--- src/doy_pkg.sv ---
// shared constants, tables and helper functions for the day-of-year date converter
package doy_pkg;

	// field widths
	localparam int DayW    = 5;
	localparam int MonthW  = 4;
	localparam int YearW   = 14;
	localparam int OffsW   = 16;
	localparam int DoyW    = 9;
	localparam int OutYearW = 15;
	localparam int InDataW = 40;
	localparam int OutDataW = 40;

	// shared adder width, covers the signed offset plus one month length
	localparam int AluW = 17;
	// year residue modulo the 400 year cycle
	localparam int ResW = 9;

	localparam int unsigned CycleYears = 400;

	// action codes
	localparam logic ACT_TO_DOY  = 1'b0;
	localparam logic ACT_TO_DATE = 1'b1;

	// month indexes, zero based
	localparam logic [MonthW-1:0] MON_JAN = 4'd0;
	localparam logic [MonthW-1:0] MON_FEB = 4'd1;
	localparam logic [MonthW-1:0] MON_DEC = 4'd11;

	// leap rule from the residue of the year modulo 400
	function automatic logic is_leap(input logic [ResW-1:0] r);
		logic century;
		begin
			century = (r == 9'd100) || (r == 9'd200) || (r == 9'd300);
			is_leap = (r[1:0] == 2'b00) && !century;
		end
	endfunction

	// length of a zero based month
	function automatic logic [DayW-1:0] month_len(input logic [MonthW-1:0] m, input logic leap);
		begin
			case (m)
				4'd0:    month_len = 5'd31;
				4'd1:    month_len = leap ? 5'd29 : 5'd28;
				4'd2:    month_len = 5'd31;
				4'd3:    month_len = 5'd30;
				4'd4:    month_len = 5'd31;
				4'd5:    month_len = 5'd30;
				4'd6:    month_len = 5'd31;
				4'd7:    month_len = 5'd31;
				4'd8:    month_len = 5'd30;
				4'd9:    month_len = 5'd31;
				4'd10:   month_len = 5'd30;
				4'd11:   month_len = 5'd31;
				default: month_len = 5'd31;
			endcase
		end
	endfunction

	// days in the first n months of a common year
	function automatic logic [DoyW-1:0] cum_days(input logic [MonthW-1:0] n);
		begin
			case (n)
				4'd0:    cum_days = 9'd0;
				4'd1:    cum_days = 9'd31;
				4'd2:    cum_days = 9'd59;
				4'd3:    cum_days = 9'd90;
				4'd4:    cum_days = 9'd120;
				4'd5:    cum_days = 9'd151;
				4'd6:    cum_days = 9'd181;
				4'd7:    cum_days = 9'd212;
				4'd8:    cum_days = 9'd243;
				4'd9:    cum_days = 9'd273;
				4'd10:   cum_days = 9'd304;
				4'd11:   cum_days = 9'd334;
				default: cum_days = 9'd365;
			endcase
		end
	endfunction

endpackage

--- src/doy_alu.sv ---
// shared add/subtract unit used by the year reduction and month walk steps of the sequencer
module doy_alu
	import doy_pkg::*;
(
	input  logic signed [AluW-1:0] a,
	input  logic signed [AluW-1:0] b,
	input  logic                   sub,
	output logic signed [AluW-1:0] res,
	output logic                   neg,
	output logic                   zero
);

	// one adder, operand b inverted for subtraction
	always_comb begin
		res  = sub ? (a - b) : (a + b);
		neg  = res[AluW-1];
		zero = (res == '0);
	end

endmodule

--- src/day_of_year_date_converter.sv ---
// top level of the gregorian day-of-year / date converter
//
// usage:
//  - one input transaction on s_tvalid/s_tready carries one request; s_tuser
//    selects the action (0: date to day of year, 1: day offset to date)
//  - one result transaction per request comes out on m_tvalid/m_tready
//  - a request first reduces its year modulo 400 with a shared subtractor,
//    one subtraction of 400 per cycle
//  - action 0 then takes its result from a table of month offsets
//  - action 1 walks month by month through the same subtractor, one month per
//    cycle; an offset of magnitude 32768 spans about 1080 months
//  - s_tready is high only while the sequencer is idle; one request is
//    handled at a time
//  - the result waits in an output register; a new request may be accepted
//    while it waits, and a finished result holds in the sequencer until the
//    output register is free, so a stalled receiver stalls the block
//  - arst_n clears the sequencer and the output valid; no state survives
//    between requests
module day_of_year_date_converter
	import doy_pkg::*;
(
	input  logic                clk,
	input  logic                arst_n,
	input  logic                s_tvalid,
	output logic                s_tready,
	// day[4:0], month[8:5], year[22:9], day_offset[38:23], zero fill above
	input  logic [InDataW-1:0]  s_tdata,
	// action[0]
	input  logic                s_tuser,
	output logic                m_tvalid,
	input  logic                m_tready,
	// day_of_year[8:0], out_day[13:9], out_month[17:14], out_year[32:18], zero fill above
	output logic [OutDataW-1:0] m_tdata
);

	localparam logic [1:0] ST_IDLE = 2'd0;
	localparam logic [1:0] ST_MOD  = 2'd1;
	localparam logic [1:0] ST_WALK = 2'd2;
	localparam logic [1:0] ST_DONE = 2'd3;

	logic [1:0] state_q;

	// request fields
	logic                    action_q;
	logic [DayW-1:0]         day_q;
	logic [MonthW-1:0]       month_q;
	logic [YearW-1:0]        year_q;
	logic signed [OffsW-1:0] offs_q;

	// working registers
	logic [YearW-1:0]           r_q;
	logic signed [OutYearW-1:0] y_q;
	logic signed [AluW-1:0]     rem_q;
	logic [MonthW-1:0]          m_q;
	logic                       fwd_q;

	// staged result
	logic [DoyW-1:0] res_doy_q;
	logic [DayW-1:0] res_day_q;

	// output register
	logic                 out_valid_q;
	logic [OutDataW-1:0]  out_data_q;

	// shared unit
	logic signed [AluW-1:0] alu_a;
	logic signed [AluW-1:0] alu_b;
	logic                   alu_sub;
	logic signed [AluW-1:0] alu_res;
	logic                   alu_neg;
	logic                   alu_zero;

	logic                   leap;
	logic [DayW-1:0]        cur_len;
	logic [MonthW-1:0]      prior_months;
	logic [DoyW-1:0]        doy_sum;
	logic [ResW-1:0]        r_res;
	logic [ResW-1:0]        r_inc;
	logic [ResW-1:0]        r_dec;
	logic                   out_free;

	doy_alu u_alu (
		.a    (alu_a),
		.b    (alu_b),
		.sub  (alu_sub),
		.res  (alu_res),
		.neg  (alu_neg),
		.zero (alu_zero)
	);

	// leap flag and month length of the current walk position
	always_comb begin
		r_res   = r_q[ResW-1:0];
		leap    = is_leap(r_res);
		cur_len = month_len(m_q, leap);
		r_inc   = (r_res == ResW'(CycleYears - 1)) ? '0 : r_res + 9'd1;
		r_dec   = (r_res == '0) ? ResW'(CycleYears - 1) : r_res - 9'd1;
	end

	// operand selection for the shared unit
	always_comb begin
		if (state_q == ST_MOD) begin
			alu_a   = AluW'(signed'({1'b0, r_q}));
			alu_b   = AluW'(signed'(CycleYears));
			alu_sub = 1'b1;
		end else begin
			alu_a   = rem_q;
			alu_b   = AluW'(signed'({1'b0, cur_len}));
			alu_sub = fwd_q;
		end
	end

	// day of year from the month offset table
	always_comb begin
		if (month_q == 4'd0) begin
			prior_months = 4'd0;
		end else if (month_q > 4'd13) begin
			prior_months = 4'd12;
		end else begin
			prior_months = month_q - 4'd1;
		end
		doy_sum = DoyW'(day_q) + cum_days(prior_months)
			+ DoyW'((leap && (prior_months >= 4'd2)) ? 1'b1 : 1'b0);
	end

	assign out_free = !out_valid_q || m_tready;
	assign s_tready = (state_q == ST_IDLE);
	assign m_tvalid = out_valid_q;
	assign m_tdata  = out_data_q;

	// sequencer control
	always_ff @(posedge clk or negedge arst_n) begin
		if (!arst_n) begin
			state_q <= ST_IDLE;
		end else begin
			case (state_q)
				ST_IDLE: begin
					if (s_tvalid) state_q <= ST_MOD;
				end
				ST_MOD: begin
					if (alu_neg) state_q <= (action_q == ACT_TO_DOY) ? ST_DONE : ST_WALK;
				end
				ST_WALK: begin
					if (fwd_q ? (alu_neg || alu_zero) : !(alu_neg || alu_zero)) begin
						state_q <= ST_DONE;
					end
				end
				ST_DONE: begin
					if (out_free) state_q <= ST_IDLE;
				end
				default: state_q <= ST_IDLE;
			endcase
		end
	end

	// datapath registers
	always_ff @(posedge clk) begin
		case (state_q)
			ST_IDLE: begin
				if (s_tvalid) begin
					action_q <= s_tuser;
					day_q    <= s_tdata[4:0];
					month_q  <= s_tdata[8:5];
					year_q   <= s_tdata[22:9];
					offs_q   <= s_tdata[38:23];
					r_q      <= s_tdata[22:9];
				end
			end
			ST_MOD: begin
				if (!alu_neg) begin
					r_q <= alu_res[YearW-1:0];
				end else if (action_q == ACT_TO_DOY) begin
					res_doy_q <= doy_sum;
					res_day_q <= '0;
				end else if (!offs_q[OffsW-1] && (offs_q != '0)) begin
					// positive offset walks forward from january
					fwd_q <= 1'b1;
					y_q   <= signed'({1'b0, year_q});
					m_q   <= MON_JAN;
					rem_q <= AluW'(offs_q);
				end else begin
					// zero or negative offset walks back from december of the year before
					fwd_q <= 1'b0;
					y_q   <= signed'({1'b0, year_q}) - 15'sd1;
					r_q   <= YearW'(r_dec);
					m_q   <= MON_DEC;
					rem_q <= AluW'(offs_q);
				end
			end
			ST_WALK: begin
				if (fwd_q) begin
					if (!alu_neg && !alu_zero) begin
						rem_q <= alu_res;
						if (m_q == MON_DEC) begin
							m_q <= MON_JAN;
							y_q <= y_q + 15'sd1;
							r_q <= YearW'(r_inc);
						end else begin
							m_q <= m_q + 4'd1;
						end
					end else begin
						res_day_q <= rem_q[DayW-1:0];
						res_doy_q <= '0;
					end
				end else begin
					if (alu_neg || alu_zero) begin
						rem_q <= alu_res;
						if (m_q == MON_JAN) begin
							m_q <= MON_DEC;
							y_q <= y_q - 15'sd1;
							r_q <= YearW'(r_dec);
						end else begin
							m_q <= m_q - 4'd1;
						end
					end else begin
						res_day_q <= alu_res[DayW-1:0];
						res_doy_q <= '0;
					end
				end
			end
			default: begin
			end
		endcase
	end

	// output register valid
	always_ff @(posedge clk or negedge arst_n) begin
		if (!arst_n) begin
			out_valid_q <= 1'b0;
		end else if (state_q == ST_DONE && out_free) begin
			out_valid_q <= 1'b1;
		end else if (m_tready) begin
			out_valid_q <= 1'b0;
		end
	end

	// output register payload
	always_ff @(posedge clk) begin
		if (state_q == ST_DONE && out_free) begin
			if (action_q == ACT_TO_DOY) begin
				out_data_q <= OutDataW'(res_doy_q);
			end else begin
				out_data_q <= {7'd0, y_q, m_q + 4'd1, res_day_q, 9'd0};
			end
		end
	end

endmodule

--- config.mk ---
export PLATFORM = sky130hd
export DESIGN_NAME = day_of_year_date_converter
export DESIGN_NICKNAME = d
export VERILOG_FILES = /design/src/doy_pkg.sv /design/src/doy_alu.sv /design/src/day_of_year_date_converter.sv
export SDC_FILE = /design/constraint.sdc
export NUM_CORES = 1
export LEC_CHECK = 0
export BUFFER_PORTS_ARGS = -buffer_cell sky130_fd_sc_hd__buf_2
export CAP_MARGIN = 25
export CORE_ASPECT_RATIO = 1.1
export CORE_MARGIN = 8
export CORE_UTILIZATION = 45
export CTS_CLUSTER_SIZE = 28
export DETAILED_ROUTE_END_ITERATION = 10
export GPL_TIMING_DRIVEN = 0
export PLACE_DENSITY = 0.66
export SYNTH_ARGS = -nofsm -noshare
export SYNTH_HDL_FRONTEND = slang
export SYNTH_HIERARCHICAL = 1
export SYNTH_SLANG_ARGS = --single-unit
--- constraint.sdc ---
create_clock -name clk -period 6.7 [get_ports clk]
set_input_delay 0.335 -clock clk [delete_from_list [all_inputs] [get_ports clk]]
set_output_delay 0.335 -clock clk [all_outputs]
set_load 0.02 [all_outputs]
==> results.md <==
Outcome:
- The run finished with clean final reports.

Synth:
- The most common flop cell mapped by yosys is edfxtp_1.
- After synthesis, the cell types taking the most area are edfxtp_1 (44%), ha_1 (7.5%), xnor2_1 (4.9%).
- The number of cells produced by synthesis is 889.
- The mapped netlist covers 9340 µm².
- Counting flops with a built-in enable in the synthesized netlist gives 138.
- Counting flops with an async set or reset pin after synthesis yields a share of 2.13%.
- The share of the yosys chip area belonging to registers is 45.2%.
- The mean instance size in the synthesized netlist is 10.5 µm².
- After synthesis the netlist holds a flip-flop and latch count of 141.
- The top-area cell type share of the netlist area is 44.4%.
- The number of distinct library cell variants in the gate-level netlist after synthesis is 81.
- The post-synthesis cell type with the largest combined area is edfxtp_1.
- The count of synthesis-stage warnings from yosys is 6.

Timing:
- Setup violations remaining at the end of the flow were counted as 0.
- On the final layout, the worst clock skew is 0.00904 ns.
- The worst path in the final design needs a cycle of 6.35 ns, including I/O delays and setup.
- The count of endpoints failing hold in the final timing report is 0.
- The maximum frequency from static timing analysis is 0.158 GHz.
- The slew at the pin with the worst max-slew slack is 0.880 ns.
- Setup repair after global routing left no endpoint under its margin.
- The setup TNS is 0 ns.
- The number of max-slew violations in the final report is 0.
- The worst max-slew margin expressed relative to the limit is 40.9%.
- Of the available clock period, the critical path in the final layout requires 94.7%.

Placement:
- The detailed-placement wirelength estimate is 16900 µm.
- The number of buffers inserted by port buffering is 78.
- The placed cell area is 10300 µm².
- The weighted congestion reported at the end of routability-driven placement is 0.911.

Detailed routing:
- The first detailed-routing pass ran for 5 iterations.
- The highest metal layer carrying signal wires in the routed design is met4.
- Once detail routing completed, the nets flagged for antenna violations numbered 0.
- The routed metal-1 wire length is 9690 µm.
- Dividing the detail-routed via count by the number of cells gives 5.43.
- The detailed-routed wire length on met3 is 1230 µm.
- After detailed routing, the number of remaining DRC violations is 0.
- In this run, the number of DRC markers left after iteration 0 of detailed routing was 543.
- For this block, the routed nets add up to 22500 µm of wire.
- In the final routed layout, each cell accounts on average for 17.2 µm.
- Summed over all nets, wire length on met2 after detailed routing comes to 10900 µm.
- The detailed-route via count is 7108.

Floorplanning:
- The x dimension of the die is 153 µm.
- Row generation in the floorplan step produced 55 rows.
- The starting utilization of the core area is 45.7%.
- The die covers 25600 µm².
- The total core area is 20400 µm².
- The top-level I/O count is 87.
- The die is 167 µm tall.

GRT:
- The leftover overflow at the end of global routing is 0.
- The first-pass GRT wire length is 36500 µm.
- The initial antenna violation count was 0.
- Across every metal layer, demand over resource in global routing totals 17.7%.
- The largest net degree at the start of global routing is 31.
- The via count of the first global-routing pass is 7041.

Layout:
- The post-route cell area is 11100 µm².
- The filler cell count in the final layout is 1786.
- After the last flow step, the layout net total stands at 1144.
- The area added between synthesis and finish is 18.4%.
- The post-route netlist has 19.9% of its cells at a drive strength greater than 1.
- The area taken by flip-flops and latches is 4220 µm².
- The area of the multi-input gates is 4930 µm².
- The number of antenna diodes in the final layout is 0.

Critical path:
- In this run the worst path has a maximum fanout of 8.
- For the worst setup path, the data arrival time is 6.49 ns.
- The classification of the worst setup path is reg -> reg.
- STA puts the critical path data required time at 6.84 ns.
- STA classifies the critical path startpoint as a flop.
- The sort of element at the end of the critical path is a flop.

CTS:
- The clock latency of the later-clocked register in the worst-skew pair is 0.43 ns.
- The root buffer cell chosen for the clock tree is clkbuf_16.
- The clock passes through at most 2 buffers.
- The count of clock tree sinks is 141.
- The count of H-tree levels built during CTS is 4.
- TritonCTS built the clock tree.
- The number of CTS-inserted buffers is 17.
- The CTS clock-pin slew for the worst setup and hold paths is 0.06 ns.

Min path:
- The worst hold-check path type is in -> reg.

Run:
- Max-cap violations in this run came to 0.
-- final cells by class --
cell class	instances	area share, %
clock inverters	14	1.45
repair buffers	90	5.06
plain buffers	45	2.43
inverters	42	1.46
multi-input cells	701	44.6
flip-flops and latches	141	38.2
clock buffers	18	3.88
repair inverters	1	0.0453
well taps	256	2.90
-- state kept, by name, summed over array words and instances, names as in the netlist --
signal     cells
m_tdata       33
res_day_q      5
m_q            4
year_q        14
day_q          5
state_q        2
offs_q        16
rem_q         17
res_doy_q      9
y_q           15
r_q           14
m_tvalid       1
action_q       1
month_q        4
fwd_q          1
-- per-layer routing --
metal  GRT usage [%]  vias to the layer above
met4            8.02                        0
li1                -                     3508
met2            29.7                      228
met5               0                        -
met1            22.1                     3331
met3            3.06                       41
-- cells by family (layout without fill, tap and decap cells) --
logic type / Yosys count / count (layout) / share of synthesized area (%)
AND/OR/NAND/NOR: 286 / 286 / 16.0
AO/OA/AOI/OAI: 193 / 193 / 13.6
flip-flops: 141 / 141 / 45.2
buffers and inverters: 88 / 210 / 4.54
XOR/XNOR: 72 / 72 / 6.83
adder cells (fa/ha/maj): 60 / 60 / 8.36
multiplexers: 47 / 47 / 5.45
other: 2 / 43 / 0.0804
-- through the flow --
step	hold WS (ns)	utilization, %	instances	setup WS [ns]
2_1_floorplan	0.0394	-	930	0.434
3_3_place_gp	0.137	50.0	1264	-1.28
3_5_place_dp	0.137	50.5	1269	-0.385
4_1_cts	0.0595	53.6	1302	0.00343
5_1_grt	0.0605	54.1	1308	0.0337
6_report	0.0753	54.1	1308	0.354
-- cells in the final DEF, fill, tap and decap left out, types with 7 or more instances in the layout --
cell type / n
clkbuf_16: 17
nor3_1: 27
clkbuf_1: 21
conb_1: 43
o21a_1: 7
nor2_1: 75
nor2b_1: 20
edfxtp_1: 138
buf_6: 7
a211oi_1: 8
nand3_1: 19
and2_1: 26
mux2_2: 31
buf_2: 80
mux2i_1: 16
ha_1: 55
xnor2_1: 52
o21ai_0: 47
a31oi_1: 13
xor2_1: 19
nand2b_1: 7
a21oi_1: 46
o21bai_1: 8
nand2_1: 50
a21o_1: 12
nor4_1: 10
o211ai_1: 7
inv_1: 41
buf_4: 12
-- critical path, cell delays in order (launching register included) --
cell,delay [ns]
edfxtp_1,0.52
or3b_2,0.49
a21oi_1,0.16
a31oi_1,0.13
o21ai_2,0.21
o211a_1,0.20
nor3_4,0.06
nor3_1,0.36
nor2_1,0.10
xnor2_1,0.14
ha_1,0.25
and2_1,0.19
o21ai_0,0.15
nand3b_1,0.10
xor2_1,0.20
or4b_4,0.57
nor4b_1,0.22
or4b_1,0.50
nor4b_4,0.26
or2_2,0.20
inv_1,0.07
ha_1,0.19
nor2_2,0.14
a21oi_2,0.11
nor4_4,0.31
buf_6,0.21
-- cells in the mapped netlist (19+ instances only) --
master    number
edfxtp_1     138
nor2_1        78
ha_1          56
xnor2_1       52
nand2_1       50
o21ai_0       48
a21oi_1       47
inv_1         42
mux2_2        31
and2_1        28
nor3_1        28
clkbuf_1      24
nor2b_1       20
nand3_1       19
xor2_1        19
-- final timing paths --
check / startpoint / endpoint / slack (ns) / depth (start not counted)
min reg2reg: res_day_q[4]$_SDFFCE_PN0P_ / m_tdata[13]$_SDFFCE_PN0P_ / 0.53 / 1
min: s_tdata[25] / offs_q[2]$_DFFE_PP_ / 0.08 / 1
max in group asynchronous: arst_n / m_tvalid$_DFFE_PN0P_ / 6.35 / 2
min in group asynchronous: arst_n / state_q[1]$_DFFE_PN0P_ / 0.23 / 2
max reg2reg: r_q[8]$_DFFE_PP_ / r_q[13]$_DFFE_PP_ / 0.35 / 25
max: r_q[8]$_DFFE_PP_ / r_q[13]$_DFFE_PP_ / 0.35 / 25
-- what timing repair did --
action | in CTS | in global routing
resized for setup | 7 | 21
pin swaps | 1 | 3
endpoints found under the hold margin | 3 | 0
gates cloned | 0 | 2
hold buffers | 1 | 0
buffers inserted | 1 | 4
setup endpoints to repair | 64 | 65
Power is left out: the tool's default activity adds up to more than one toggle a clock period on the data nets, which glitch-free logic cannot reach.
